[config.mk]
export PLATFORM = sky130hd
export DESIGN_NAME = smoothed_lattice_ladder_filter_core
export DESIGN_NICKNAME = d
export VERILOG_FILES = /design/src/rtl/core/slld_pkg.sv /design/src/rtl/core/slld_mul.sv /design/src/rtl/core/slld_seq.sv /design/src/rtl/core/smoothed_lattice_ladder_filter_core.sv
export VERILOG_INCLUDE_DIRS = /design/src /design/src/rtl/core
export SDC_FILE = /design/constraint.sdc
export NUM_CORES = 2
export LEC_CHECK = 0
export ABC_AREA = 1
export BUFFER_PORTS_ARGS = -buffer_cell sky130_fd_sc_hd__clkbuf_2
export CAP_MARGIN = 40
export CORE_UTILIZATION = 50
export DETAILED_ROUTE_END_ITERATION = 8
export PLACE_DENSITY = 0.7
export SLEW_MARGIN = 5
export SYNTH_ARGS = -nofsm -noshare
export SYNTH_HDL_FRONTEND = slang
export SYNTH_SLANG_ARGS = --single-unit
[constraint.sdc]
create_clock -name clk_i -period 14.35 [get_ports clk_i]
set_input_delay 0.7175 -clock clk_i [delete_from_list [all_inputs] [get_ports clk_i]]
set_output_delay 0.7175 -clock clk_i [all_outputs]
set_load 0.005 [all_outputs]
[src/rtl/core/smoothed_lattice_ladder_filter_core_macros.svh]
// assertion macros for the smoothed lattice-ladder filter core
// no dependencies; taken in by the rtl files that carry assertions
`ifndef SMOOTHED_LATTICE_LADDER_FILTER_CORE_MACROS_SVH
`define SMOOTHED_LATTICE_LADDER_FILTER_CORE_MACROS_SVH

// same-cycle implication, disabled while reset is held
`define SLLD_ASSERT_IMP(lbl, clk, rst_n, ante, cons, msg) \
  lbl: assert property (@(posedge clk) disable iff (!rst_n) (ante) |-> (cons)) \
    else $error(msg);

// next-cycle implication, disabled while reset is held
`define SLLD_ASSERT_NXT(lbl, clk, rst_n, ante, cons, msg) \
  lbl: assert property (@(posedge clk) disable iff (!rst_n) (ante) |=> (cons)) \
    else $error(msg);

`endif

[src/rtl/core/slld_pkg.sv]
`timescale 1ns / 1ps
// shared constants, operation codes and control structs of the filter core
// no dependencies; imported by every module of the core

package slld_pkg;

  // default widths
  localparam int unsigned SAMPLE_WIDTH_DEF = 24;
  localparam int unsigned COEFF_WIDTH_DEF  = 32;

  // fixed formats
  localparam int unsigned LAT_W       = 40;
  localparam int unsigned SMOOTH_W    = 29;
  localparam int unsigned SMOOTH_FRAC = 28;

  // register indexes
  localparam int unsigned CFG_IDX_W = 3;
  localparam logic [CFG_IDX_W-1:0] REG_REFL_FIRST  = 3'd0;
  localparam logic [CFG_IDX_W-1:0] REG_REFL_SECOND = 3'd1;
  localparam logic [CFG_IDX_W-1:0] REG_TAP_ZERO    = 3'd2;
  localparam logic [CFG_IDX_W-1:0] REG_TAP_ONE     = 3'd3;
  localparam logic [CFG_IDX_W-1:0] REG_TAP_TWO     = 3'd4;
  localparam logic [CFG_IDX_W-1:0] REG_SMOOTH      = 3'd5;

  // operations run through the shared multiplier, in order
  localparam int unsigned OP_W = 4;
  typedef logic [OP_W-1:0] op_t;
  localparam op_t OP_GK0  = 4'd0;   // glide first reflection coefficient
  localparam op_t OP_GK1  = 4'd1;   // glide second reflection coefficient
  localparam op_t OP_GV0  = 4'd2;   // glide ladder weights
  localparam op_t OP_GV1  = 4'd3;
  localparam op_t OP_GV2  = 4'd4;
  localparam op_t OP_F1   = 4'd5;   // f1 = x - k1*g1
  localparam op_t OP_F0   = 4'd6;   // f0 = f1 - k0*g0
  localparam op_t OP_G2   = 4'd7;   // g2 = g1 + k1*f1
  localparam op_t OP_G1   = 4'd8;   // g1 = g0 + k0*f0, g0 = f0
  localparam op_t OP_Y0   = 4'd9;   // ladder sum terms
  localparam op_t OP_Y1   = 4'd10;
  localparam op_t OP_Y2   = 4'd11;
  localparam op_t OP_LAST = OP_Y2;

  // sequencer strobes to the datapath
  typedef struct packed {
    logic accept;
    logic load;
    logic mul0;
    logic mul1;
    logic fin;
    logic out_load;
    op_t  op;
  } seq_ctrl_t;

  // multiplier control
  typedef struct packed {
    logic load;
    logic first;
    logic second;
    logic coeff_shift;
  } mul_ctrl_t;

endpackage

[src/rtl/core/slld_mul.sv]
`timescale 1ns / 1ps
// shared sign-magnitude multiplier: two partial-product passes, rounding shift
// depends on slld_pkg

module slld_mul import slld_pkg::*; #(
  parameter int unsigned A_W      = COEFF_WIDTH_DEF + 1,
  parameter int unsigned B_W      = LAT_W,
  parameter int unsigned SH_COEFF = COEFF_WIDTH_DEF - 4,
  parameter int unsigned Q_W      = 44
) (
  input  logic           clk_i,
  input  mul_ctrl_t      ctrl_i,
  input  logic [A_W-1:0] a_i,
  input  logic [B_W-1:0] b_i,
  input  logic           neg_i,
  output logic [Q_W-1:0] q_o,
  output logic           neg_o
);

  localparam int unsigned LO_W = B_W / 2;
  localparam int unsigned HI_W = B_W - LO_W;
  localparam int unsigned PP_W = A_W + HI_W;
  localparam int unsigned P_W  = A_W + B_W;
  localparam logic [P_W-1:0] RND_COEFF  = P_W'(1) << (SH_COEFF - 1);
  localparam logic [P_W-1:0] RND_SMOOTH = P_W'(1) << (SMOOTH_FRAC - 1);

  logic [A_W-1:0]  a_q;
  logic [B_W-1:0]  b_q;
  logic            neg_q;
  logic            shc_q;
  logic [P_W-1:0]  acc_q, acc_d;
  logic [HI_W-1:0] b_part;
  logic [PP_W-1:0] pp;
  logic [P_W-1:0]  shifted;

  // operand capture
  always_ff @(posedge clk_i) begin
    if (ctrl_i.load) begin
      a_q   <= a_i;
      b_q   <= b_i;
      neg_q <= neg_i;
      shc_q <= ctrl_i.coeff_shift;
    end
  end

  // one multiplier, low half of b first, then the high half
  always_comb begin
    b_part = ctrl_i.first ? HI_W'(b_q[LO_W-1:0]) : b_q[B_W-1:LO_W];
    pp     = {{HI_W{1'b0}}, a_q} * {{A_W{1'b0}}, b_part};
  end

  // accumulate, the rounding half is folded in on the first pass
  always_comb begin
    acc_d = acc_q;
    if (ctrl_i.first) begin
      acc_d = {{LO_W{1'b0}}, pp} + (shc_q ? RND_COEFF : RND_SMOOTH);
    end else if (ctrl_i.second) begin
      acc_d = acc_q + {pp, {LO_W{1'b0}}};
    end
  end

  always_ff @(posedge clk_i) begin
    acc_q <= acc_d;
  end

  // drop the fraction bits
  always_comb begin
    shifted = shc_q ? (acc_q >> SH_COEFF) : (acc_q >> SMOOTH_FRAC);
    q_o     = shifted[Q_W-1:0];
    neg_o   = neg_q;
  end

endmodule

[src/rtl/core/slld_seq.sv]
`timescale 1ns / 1ps
// sequencer: steps the twelve products through load, two passes and finish
// depends on slld_pkg

module slld_seq import slld_pkg::*; (
  input  logic      clk_i,
  input  logic      rst_ni,
  input  logic      in_valid_i,
  input  logic      out_free_i,
  output logic      in_ready_o,
  output seq_ctrl_t ctrl_o
);

  localparam logic [2:0] S_IDLE  = 3'd0;
  localparam logic [2:0] S_LOAD  = 3'd1;
  localparam logic [2:0] S_MUL0  = 3'd2;
  localparam logic [2:0] S_MUL1  = 3'd3;
  localparam logic [2:0] S_FIN   = 3'd4;
  localparam logic [2:0] S_DRAIN = 3'd5;

  logic [2:0] state_q, state_d;
  op_t        op_q, op_d;

  // next state
  always_comb begin
    state_d = state_q;
    op_d    = op_q;
    unique case (state_q)
      S_IDLE: begin
        if (in_valid_i) begin
          state_d = S_LOAD;
          op_d    = OP_GK0;
        end
      end
      S_LOAD: begin
        state_d = S_MUL0;
      end
      S_MUL0: begin
        state_d = S_MUL1;
      end
      S_MUL1: begin
        state_d = S_FIN;
      end
      S_FIN: begin
        if (op_q == OP_LAST) begin
          state_d = S_DRAIN;
        end else begin
          state_d = S_LOAD;
          op_d    = op_t'(op_q + 1'b1);
        end
      end
      S_DRAIN: begin
        if (out_free_i) begin
          state_d = S_IDLE;
        end
      end
      default: begin
        state_d = S_IDLE;
      end
    endcase
  end

  always_ff @(posedge clk_i or negedge rst_ni) begin
    if (!rst_ni) begin
      state_q <= S_IDLE;
      op_q    <= OP_GK0;
    end else begin
      state_q <= state_d;
      op_q    <= op_d;
    end
  end

  // strobes
  always_comb begin
    in_ready_o      = (state_q == S_IDLE);
    ctrl_o.accept   = (state_q == S_IDLE) && in_valid_i;
    ctrl_o.load     = (state_q == S_LOAD);
    ctrl_o.mul0     = (state_q == S_MUL0);
    ctrl_o.mul1     = (state_q == S_MUL1);
    ctrl_o.fin      = (state_q == S_FIN);
    ctrl_o.out_load = (state_q == S_DRAIN) && out_free_i;
    ctrl_o.op       = op_q;
  end

endmodule

[src/rtl/core/smoothed_lattice_ladder_filter_core.sv]
`timescale 1ns / 1ps
// top level of the smoothed second-order lattice-ladder filter core
// depends on slld_pkg, slld_mul, slld_seq and the core macro header
//
//  channel  handshake                 payload
//  in       in_valid_i / in_ready_o   sample_in_i, snap_i
//  out      out_valid_o / out_ready_i sample_out_o
//  cfg      cfg_we_i                  cfg_idx_i, cfg_wdata_i
//
// each item runs twelve products (five coefficient glides, four lattice products,
// three ladder terms) one after another through the one shared multiplier, each as
// operand load, two partial-product passes, round and combine, plus accept and hand-off
// in_ready_o is high only while idle; a result waits in the output register
// a stalled output holds the core in its hand-off state until the register frees
// reset: coefficients to unity gain, lattice states to zero, no item in flight

`include "smoothed_lattice_ladder_filter_core_macros.svh"

module smoothed_lattice_ladder_filter_core import slld_pkg::*; #(
  parameter  int unsigned SAMPLE_WIDTH = SAMPLE_WIDTH_DEF,
  parameter  int unsigned COEFF_WIDTH  = COEFF_WIDTH_DEF,
  localparam int unsigned CFG_DW = (COEFF_WIDTH > SMOOTH_W) ? COEFF_WIDTH : SMOOTH_W
) (
  input  logic                           clk_i,
  input  logic                           rst_ni,
  input  logic                           in_valid_i,
  output logic                           in_ready_o,
  input  logic signed [SAMPLE_WIDTH-1:0] sample_in_i,
  input  logic                           snap_i,
  output logic                           out_valid_o,
  input  logic                           out_ready_i,
  output logic signed [SAMPLE_WIDTH-1:0] sample_out_o,
  input  logic                           cfg_we_i,
  input  logic [CFG_IDX_W-1:0]           cfg_idx_i,
  input  logic [CFG_DW-1:0]              cfg_wdata_i
);

  localparam int unsigned CW   = COEFF_WIDTH;
  localparam int unsigned SW   = SAMPLE_WIDTH;
  localparam int unsigned FRAC = CW - 4;
  localparam int unsigned DW   = (CW + 2 > 46) ? CW + 2 : 46;
  localparam int unsigned QW   = (CW + 1 > 43) ? CW + 1 : 43;
  localparam logic signed [CW-1:0] ONE_COEFF = CW'(1) << FRAC;
  localparam logic [SMOOTH_W-1:0]  ONE_SF    = SMOOTH_W'(1) << SMOOTH_FRAC;
  localparam logic signed [DW-1:0] LAT_MAX =
    signed'({{(DW-LAT_W+1){1'b0}}, {(LAT_W-1){1'b1}}});
  localparam logic signed [DW-1:0] LAT_MIN =
    signed'({{(DW-LAT_W+1){1'b1}}, {(LAT_W-1){1'b0}}});
  localparam logic signed [DW-1:0] OUT_MAX =
    signed'({{(DW-SW+1){1'b0}}, {(SW-1){1'b1}}});
  localparam logic signed [DW-1:0] OUT_MIN =
    signed'({{(DW-SW+1){1'b1}}, {(SW-1){1'b0}}});

  // target registers and smoothing factor
  logic signed [CW-1:0] tgt_k0_q, tgt_k1_q, tgt_v0_q, tgt_v1_q, tgt_v2_q;
  logic [SMOOTH_W-1:0]  sf_q;

  // current coefficients and lattice state
  logic signed [CW-1:0]    cur_k0_q, cur_k1_q, cur_v0_q, cur_v1_q, cur_v2_q;
  logic signed [LAT_W-1:0] g0_q, g1_q, g2_q;
  logic signed [LAT_W-1:0] x_q, f0_q, f1_q;
  logic signed [DW-1:0]    acc_q;

  // output register
  logic                 out_valid_q;
  logic signed [SW-1:0] out_data_q;
  logic                 out_free;

  seq_ctrl_t ctrl;
  mul_ctrl_t mctrl;

  logic signed [CW:0]      coef_sel;
  logic signed [LAT_W-1:0] st_sel;
  logic                    is_glide;
  logic [SMOOTH_W-1:0]     sf_eff;
  logic [CW:0]             a_mag;
  logic [LAT_W-1:0]        b_mag;
  logic                    op_neg;
  logic [QW-1:0]           q;
  logic                    q_neg;
  logic signed [DW-1:0]    base_s, q_s, r_s;
  logic                    is_sub;
  logic [LAT_W-1:0]        r_lat;
  logic [SW-1:0]           out_sat;

  // target minus current, one bit wider
  function automatic logic signed [CW:0] diff_f(input logic signed [CW-1:0] t,
                                                input logic signed [CW-1:0] c);
    diff_f = (CW+1)'(t) - (CW+1)'(c);
  endfunction

  slld_seq u_seq (
    .clk_i      (clk_i),
    .rst_ni     (rst_ni),
    .in_valid_i (in_valid_i),
    .out_free_i (out_free),
    .in_ready_o (in_ready_o),
    .ctrl_o     (ctrl)
  );

  // configuration writes; unknown indexes are dropped
  always_ff @(posedge clk_i or negedge rst_ni) begin
    if (!rst_ni) begin
      tgt_k0_q <= '0;
      tgt_k1_q <= '0;
      tgt_v0_q <= ONE_COEFF;
      tgt_v1_q <= '0;
      tgt_v2_q <= '0;
      sf_q     <= ONE_SF;
    end else if (cfg_we_i) begin
      unique case (cfg_idx_i)
        REG_REFL_FIRST:  tgt_k0_q <= cfg_wdata_i[CW-1:0];
        REG_REFL_SECOND: tgt_k1_q <= cfg_wdata_i[CW-1:0];
        REG_TAP_ZERO:    tgt_v0_q <= cfg_wdata_i[CW-1:0];
        REG_TAP_ONE:     tgt_v1_q <= cfg_wdata_i[CW-1:0];
        REG_TAP_TWO:     tgt_v2_q <= cfg_wdata_i[CW-1:0];
        REG_SMOOTH:      sf_q     <= cfg_wdata_i[SMOOTH_W-1:0];
        default: begin
        end
      endcase
    end
  end

  // operand selection for the next product
  always_comb begin
    sf_eff   = (sf_q > ONE_SF) ? ONE_SF : sf_q;
    coef_sel = '0;
    st_sel   = '0;
    is_glide = 1'b0;
    unique case (ctrl.op)
      OP_GK0: begin
        coef_sel = diff_f(tgt_k0_q, cur_k0_q);
        st_sel   = signed'(LAT_W'(sf_eff));
        is_glide = 1'b1;
      end
      OP_GK1: begin
        coef_sel = diff_f(tgt_k1_q, cur_k1_q);
        st_sel   = signed'(LAT_W'(sf_eff));
        is_glide = 1'b1;
      end
      OP_GV0: begin
        coef_sel = diff_f(tgt_v0_q, cur_v0_q);
        st_sel   = signed'(LAT_W'(sf_eff));
        is_glide = 1'b1;
      end
      OP_GV1: begin
        coef_sel = diff_f(tgt_v1_q, cur_v1_q);
        st_sel   = signed'(LAT_W'(sf_eff));
        is_glide = 1'b1;
      end
      OP_GV2: begin
        coef_sel = diff_f(tgt_v2_q, cur_v2_q);
        st_sel   = signed'(LAT_W'(sf_eff));
        is_glide = 1'b1;
      end
      OP_F1: begin
        coef_sel = (CW+1)'(cur_k1_q);
        st_sel   = g1_q;
      end
      OP_F0: begin
        coef_sel = (CW+1)'(cur_k0_q);
        st_sel   = g0_q;
      end
      OP_G2: begin
        coef_sel = (CW+1)'(cur_k1_q);
        st_sel   = f1_q;
      end
      OP_G1: begin
        coef_sel = (CW+1)'(cur_k0_q);
        st_sel   = f0_q;
      end
      OP_Y0: begin
        coef_sel = (CW+1)'(cur_v0_q);
        st_sel   = g0_q;
      end
      OP_Y1: begin
        coef_sel = (CW+1)'(cur_v1_q);
        st_sel   = g1_q;
      end
      OP_Y2: begin
        coef_sel = (CW+1)'(cur_v2_q);
        st_sel   = g2_q;
      end
      default: begin
      end
    endcase
    a_mag  = coef_sel[CW] ? unsigned'(-coef_sel) : unsigned'(coef_sel);
    b_mag  = st_sel[LAT_W-1] ? unsigned'(-st_sel) : unsigned'(st_sel);
    op_neg = coef_sel[CW] ^ st_sel[LAT_W-1];
  end

  always_comb begin
    mctrl.load        = ctrl.load;
    mctrl.first       = ctrl.mul0;
    mctrl.second      = ctrl.mul1;
    mctrl.coeff_shift = !is_glide;
  end

  slld_mul #(
    .A_W      (CW + 1),
    .B_W      (LAT_W),
    .SH_COEFF (FRAC),
    .Q_W      (QW)
  ) u_mul (
    .clk_i  (clk_i),
    .ctrl_i (mctrl),
    .a_i    (a_mag),
    .b_i    (b_mag),
    .neg_i  (op_neg),
    .q_o    (q),
    .neg_o  (q_neg)
  );

  // combine the rounded product with its base value
  always_comb begin
    base_s = '0;
    is_sub = 1'b0;
    unique case (ctrl.op)
      OP_GK0:  base_s = DW'(cur_k0_q);
      OP_GK1:  base_s = DW'(cur_k1_q);
      OP_GV0:  base_s = DW'(cur_v0_q);
      OP_GV1:  base_s = DW'(cur_v1_q);
      OP_GV2:  base_s = DW'(cur_v2_q);
      OP_F1: begin
        base_s = DW'(x_q);
        is_sub = 1'b1;
      end
      OP_F0: begin
        base_s = DW'(f1_q);
        is_sub = 1'b1;
      end
      OP_G2:   base_s = DW'(g1_q);
      OP_G1:   base_s = DW'(g0_q);
      OP_Y0:   base_s = '0;
      OP_Y1:   base_s = acc_q;
      OP_Y2:   base_s = acc_q;
      default: base_s = '0;
    endcase
    q_s = signed'({{(DW-QW){1'b0}}, q});
    r_s = (q_neg ^ is_sub) ? (base_s - q_s) : (base_s + q_s);
    if (r_s > LAT_MAX) begin
      r_lat = LAT_MAX[LAT_W-1:0];
    end else if (r_s < LAT_MIN) begin
      r_lat = LAT_MIN[LAT_W-1:0];
    end else begin
      r_lat = r_s[LAT_W-1:0];
    end
  end

  // coefficients: snap on accept, glide on finish
  always_ff @(posedge clk_i or negedge rst_ni) begin
    if (!rst_ni) begin
      cur_k0_q <= '0;
      cur_k1_q <= '0;
      cur_v0_q <= ONE_COEFF;
      cur_v1_q <= '0;
      cur_v2_q <= '0;
    end else if (ctrl.accept && snap_i) begin
      cur_k0_q <= tgt_k0_q;
      cur_k1_q <= tgt_k1_q;
      cur_v0_q <= tgt_v0_q;
      cur_v1_q <= tgt_v1_q;
      cur_v2_q <= tgt_v2_q;
    end else if (ctrl.fin) begin
      if (ctrl.op == OP_GK0) cur_k0_q <= r_s[CW-1:0];
      if (ctrl.op == OP_GK1) cur_k1_q <= r_s[CW-1:0];
      if (ctrl.op == OP_GV0) cur_v0_q <= r_s[CW-1:0];
      if (ctrl.op == OP_GV1) cur_v1_q <= r_s[CW-1:0];
      if (ctrl.op == OP_GV2) cur_v2_q <= r_s[CW-1:0];
    end
  end

  // lattice state, saturated to the state width
  always_ff @(posedge clk_i or negedge rst_ni) begin
    if (!rst_ni) begin
      g0_q <= '0;
      g1_q <= '0;
      g2_q <= '0;
    end else if (ctrl.fin) begin
      if (ctrl.op == OP_G2) begin
        g2_q <= r_lat;
      end
      if (ctrl.op == OP_G1) begin
        g1_q <= r_lat;
        g0_q <= f0_q;
      end
    end
  end

  // per-item working values
  always_ff @(posedge clk_i) begin
    if (ctrl.accept) begin
      x_q <= LAT_W'(sample_in_i);
    end
    if (ctrl.fin && ctrl.op == OP_F1) begin
      f1_q <= r_lat;
    end
    if (ctrl.fin && ctrl.op == OP_F0) begin
      f0_q <= r_lat;
    end
    if (ctrl.fin && (ctrl.op == OP_Y0 || ctrl.op == OP_Y1 || ctrl.op == OP_Y2)) begin
      acc_q <= r_s;
    end
  end

  // output saturation and register
  always_comb begin
    if (acc_q > OUT_MAX) begin
      out_sat = OUT_MAX[SW-1:0];
    end else if (acc_q < OUT_MIN) begin
      out_sat = OUT_MIN[SW-1:0];
    end else begin
      out_sat = acc_q[SW-1:0];
    end
    out_free = !out_valid_q || out_ready_i;
  end

  always_ff @(posedge clk_i or negedge rst_ni) begin
    if (!rst_ni) begin
      out_valid_q <= 1'b0;
    end else if (ctrl.out_load) begin
      out_valid_q <= 1'b1;
    end else if (out_ready_i) begin
      out_valid_q <= 1'b0;
    end
  end

  always_ff @(posedge clk_i) begin
    if (ctrl.out_load) begin
      out_data_q <= out_sat;
    end
  end

  assign out_valid_o  = out_valid_q;
  assign sample_out_o = out_data_q;

  // checks
  `SLLD_ASSERT_NXT(a_busy_after_accept, clk_i, rst_ni, in_valid_i && in_ready_o, !in_ready_o, "core still ready after taking an item")
  `SLLD_ASSERT_IMP(a_idle_on_result, clk_i, rst_ni, $rose(out_valid_o), in_ready_o, "result shown while core not idle")
  `SLLD_ASSERT_NXT(a_snap_copies, clk_i, rst_ni, ctrl.accept && snap_i, cur_k0_q == $past(tgt_k0_q) && cur_v2_q == $past(tgt_v2_q), "snap did not copy targets")
  `SLLD_ASSERT_NXT(a_full_glide, clk_i, rst_ni, ctrl.fin && ctrl.op == OP_GK0 && sf_q >= ONE_SF, cur_k0_q == $past(tgt_k0_q), "full smoothing missed its target")

endmodule
Word level (Yosys, flattened, before mapping). Index checks and enable logic that the tools add are counted.

Input port bits: 65. Word-level logic and storage cells: 154. Bits in registers: 798. Output and inout port bits: 26.

Equality and inequality tests: 24. $add $sub $neg: 12. $lt $le $gt $ge: 5. Bitwise operators: 2. Multiply operators: 1. Multiplexer cells: 38. Reductions and logical operators: 44.

Operators by type and width (count): $mux W32 (16); $pmux W46 S10 (1); $pmux W33 S10 (1); $pmux W40 S6 (1); $sub A32 B32 Y33 (5); $mux W73 (2); $mux W40 (2); $add A73 B73 Y73 (1); $add A53 B28 Y54 const B (1); $mul A33 B20 Y53 (1); $add A46 B44 Y46 (1); $gt A46 B24 Y1 const B (1); $gt A46 B40 Y1 const B (1); $lt A46 B24 Y1 const B (1); $lt A46 B40 Y1 const B (1); $mux W46 (1); $sub A46 B44 Y46 (1); $neg A40 Y40 (1); $mux W39 (1); $neg A33 Y33 (1); $gt A29 B29 Y1 const B (1); $mux W29 (1); $reduce_and A2 Y1 (14); $mux W24 (1); other kinds (26) (68).

Longest topological paths before layout.
Depth in word-level cells: 8. Depth in mapped cells: 48. Mapped depth without buffers: 47.

By module. A second synthesis with hierarchy kept.

Cell total of the unflattened synthesis: 11448. Area, all modules: 80074.3 sq um.

Modules (own cells, without submodules): smoothed_lattice_ladder_filter_core (area each 48462.7 sq um, times used 1, cells each 7308, sequential area each 16990.0 sq um); slld_mul (area each 31184.9 sq um, times used 1, cells each 4081, sequential area each 3753.6 sq um); slld_seq (area each 426.7 sq um, times used 1, cells each 59, sequential area each 175.2 sq um).

Worst setup path after synthesis. OpenSTA, ideal clock, no wires.

Path kind: register to register. Start: reg u_seq.state_q[1]. End: reg u_mul.acc_q[70], data pin. Cell stages (with the launch flop): 44. Setup time: 0.253 ns. Arrival: 8.111 ns. Setup slack: 5.986 ns. Data required time: 14.097 ns. Buffers on the path: 2. Clock period less this slack: 8.364 ns. Cells stage by stage: dfrtp_1 -> inv_1 -> nor3_1 -> inv_1 -> clkbuf_1 -> o21ai_1 -> clkinv_1 -> clkbuf_1 -> nand2_1 -> fa_1 -> inv_1 -> fa_1 -> inv_1 -> fa_1 -> fa_1 -> fa_1 -> inv_1 -> fa_1 -> (+8 left out) -> a21oi_1 -> nand3_1 -> nand2_1 -> nand2_1 -> ha_1 -> nand2_1 -> nor2_1 -> nand2_1 -> nor4_1 -> nand3_1 -> nand3_1 -> nand2_1 -> o211ai_1 -> nand2_1 -> nand2_1 -> nand2_1 -> nand2_1 -> nor2_1.

Cells in the longest elaborated chain, start to end: 6.

Ends and longest elaborated chain: start, declared (line slld_seq.sv:21) `logic [2:0] state_q, state_d;`; start signal, assigned (line slld_seq.sv:68) `state_q <= state_d;`; $eq A3 B2 Y1 * (line slld_seq.sv:78) `ctrl_o.mul0 = (state_q == S_MUL0);`; $mux W20 (line slld_mul.sv:48) `b_part = ctrl_i.first ? HI_W'(b_q[LO_W-1:0]) : b_q[B_W-1:LO_W];`; $mul A33 B20 Y53 (line slld_mul.sv:49) `pp = {{HI_W{1'b0}}, a_q} * {{A_W{1'b0}}, b_part};`; $add A73 B73 Y73 (line slld_mul.sv:58) `acc_d = acc_q + {pp, {LO_W{1'b0}}};`; $mux W73 (line slld_mul.sv:57) `end else if (ctrl_i.second) begin`; $mux W73 * (line slld_mul.sv:55) `if (ctrl_i.first) begin`; end signal, assigned (line slld_mul.sv:63) `acc_q <= acc_d;`; end, declared (line slld_mul.sv:31) `logic [P_W-1:0] acc_q, acc_d;`.

Mark *: on every way between the ends. The rest lies on a longest branch, timed or not. The select of a mux whose other input is x is not followed. A chain may end at the register's enable or synchronous reset.

Worst setup path in the final report.
Start: reg u_seq.state_q[1]. End: reg u_mul.acc_q[69], data pin.

The elaborated chain is that of the path after synthesis.

==> results.yml <==
setup_path:
  cp_max_fo: 68
  r2r-end: "u_mul.acc_q[69]"
  critPathLaunchType: "flop"
  r2r_slack_ns: 3.43
  critPathKind: "flop to flop"
  reg2reg_from: "u_seq.state_q[1]"
  worstPathRequired_ns: 14.98
  cp.arrival_ns: 11.55
  crit_top_cell: "nand2_1"
  slowest_delay_ns: 0.60
  worstSetupEndpointType: "flop"
  crit_slowest_cell: "buf_4"
  r2r_cells: 46
cells_and_area:
  final_cell_area_sq_mm: 0.0852
  drive_gt1_share_pct: 5.18
  fin_nets: 12200
  areaGrowthSynthToFinish_pct: 8.79
floorplanning:
  die_w_um: 398
  num_rows: 144
  core_region_area_sq_mm: 0.155
  die_area_sq_mm: 0.158
  ios: 91
  dieHeight_um: 398
  start_util_pct: 50.6
synthesis:
  yosysMostFrequentCell: "nand2_1"
  syn-num-nets: 12100
  synthCells: 11100
  synth_top_flop_cell: "dfrtp_1"
  avgSynthCellArea_sq_um: 7.08
  yosys_warnings: 0
  synth_top_area_cell: "nand2_1"
  async_flop_share_pct: 61.5
  synth_area_leaders: "nand2_1, dfrtp_1, fa_1"
  syn_area_sq_mm: 0.0783
  synth_top_area_share_pct: 16.6
  ys_types: 61
  synth_commonest_cells: "nand2_1, inv_1, nor2_1, fa_1, nand3_1"
  synth_edf_count: 299
  yosysSeqAreaShare_pct: 26.7
  synth-seq-cells: 776
routing:
  drtAntennaViolNets: 0
  route.detailed.drc: 1
  wl_per_cell_um: 29.0
  routed_wl_um: 384000
  num_vias: 81500
  drtIter0Drc: 13200
  via_per_inst: 6.16
  dr.pass1.iters: 9
timing:
  rsz0062_at_grt: "no"
  setup_viol: 0
  setup_ws_ns: 3.43
  maxSlewHeadroom_pct: 13.9
  period_share_pct: 76.1
  finalHoldViolCount: 0
  layout_min_cycle_time_ns: 10.92
  tightest_slew_ns: 1.29
  fmax_mhz: 91.6
  setup_tns_ns: 0
  finalClockSkew_ns: 0.0849
  holdWs_ns: 0.00520
  drv_slew: 0
clocking:
  cts_tree: "built"
  numCtsBuffers: 91
  clockBufferDepth: 3
  post-cts-setup-buffer-count: 0
  cts.sinks: 776
  cts_hold_buf: 0
  clk_pin_slew_ns: 0.06
  cts-root-buf: "clkbuf_16"
  htreeDepth: 3
  clock_latency_ns: 0.78
  ctsResizeCount: 0
place:
  postPlaceCellArea_sq_mm: 0.0818
  gp_congestion: 1.14
  io_buffers: 90
  dpl.hpwl_um: 306000
  dp_slack_ns: 3.73
global_routing:
  grt_pass1_wl_um: 538000
  track_usage_pct: 47.6
  grt_pass1_vias: 75700
  antenna_found_initial: 33
  grt_start_max_net_pins: 95
  overflow: 0
status:
  violations: "design-rule violations"
  status: "finished, violations left"
hold_path:
  hold_path_class: "input pin to async pin"
run:
  maxCapViolations: 0
-- through the flow --
| step | cells | utilization (%) |
|---|---|---|
| 6_report | 13200 | 55.1 |
| 5_1_grt | 13200 | 55.1 |
| 4_1_cts | 13200 | 54.9 |
| 3_5_place_dp | 13000 | 52.9 |
| 3_3_place_gp | 13000 | 52.4 |
| 2_1_floorplan | 11100 | - |
-- worst max-delay path by stage --
| stage | start | to | slack (ns) | cells after the start |
|---|---|---|---|---|
| CTS | u_seq.state_q[1] | u_mul.acc_q[69] | 3.73 | 46 |
| floorplan | u_seq.state_q[1] | u_mul.acc_q[70] | 5.99 | 43 |
| detailed placement | u_seq.state_q[1] | u_mul.acc_q[69] | 3.73 | 46 |
| global route | u_seq.state_q[1] | u_mul.acc_q[69] | 2.89 | 45 |
| global placement | u_seq.state_q[1] | u_mul.acc_q[67] | 3.63 | 37 |
| finish | u_seq.state_q[1] | u_mul.acc_q[69] | 3.43 | 46 |
-- cells in the final DEF (no fill, tap or decap), drive strengths merged, types with 57 or more instances in the layout --
master	synthesis	layout
a21oi	428	428
a221oi	80	80
buf	70	183
clkbuf	263	214
dfrtp	474	474
edfxtp	299	299
fa	561	561
ha	429	429
inv	1929	1939
nand2	3494	3494
nand3	521	521
nand3b	57	57
nand4	130	130
nor2	998	998
nor3	85	85
o211ai	129	129
o21ai	520	520
o22ai	121	121
xor2	130	130
-- kinds of logic after synthesis --
family	share of synthesized area, %
adder cells (fa/ha/maj)	21.2
buffers and inverters	11.1
AO/OA/AOI/OAI	11.0
AND/OR/NAND/NOR	28.0
XOR/XNOR	2.03
flip-flops	26.7
-- sequential cells by signal, summed over array words and instances (netlist names), 3 cells and up --
signal,flops
u_mul.acc_q,51
acc_q,46
f0_q,40
f1_q,40
g0_q,40
g1_q,40
g2_q,40
u_mul.b_q,40
u_mul.a_q,33
cur_k0_q,32
cur_k1_q,32
cur_v0_q,32
cur_v1_q,32
cur_v2_q,32
tgt_k0_q,32
tgt_k1_q,32
tgt_v0_q,32
tgt_v1_q,32
tgt_v2_q,32
sf_q,29
sample_out_o,24
x_q,24
u_seq.op_q,4
u_seq.state_q,3
-- area by class of cell --
| type | count | area [sq um] |
|---|---|---|
| repair buffers | 273 | 2350 |
| fillers | 14900 | 69500 |
| multi-input cells | 8014 | 48900 |
| clock inverters | 45 | 603 |
| flip-flops and latches | 776 | 20900 |
| well taps | 2044 | 2560 |
| clock buffers | 125 | 2550 |
| inverters | 1945 | 7310 |
| diodes | 14 | 35.0 |
-- worst max-delay path: cells and delay by family, from the launching register on --
kind / cells / cell delay (ns)
adders and majority gates: 9 / 4.51
AOI/OAI and AO/OA: 4 / 0.61
and+or+nand+nor: 20 / 3.03
DFF: 1 / 0.46
buffers and inverters: 13 / 2.14
-- per-layer routing --
metal	vias up	GRT usage (%)	part of all wire (%)
li1	35100	-	-
met3	1205	21.2	16
met5	-	0.938	0.12
met1	38800	63.8	39
met4	24	25.5	6.7
met2	6384	63.5	39
Power is not shown: default switching activity piles up to over one toggle a cycle in this logic, so the estimate is an artifact.
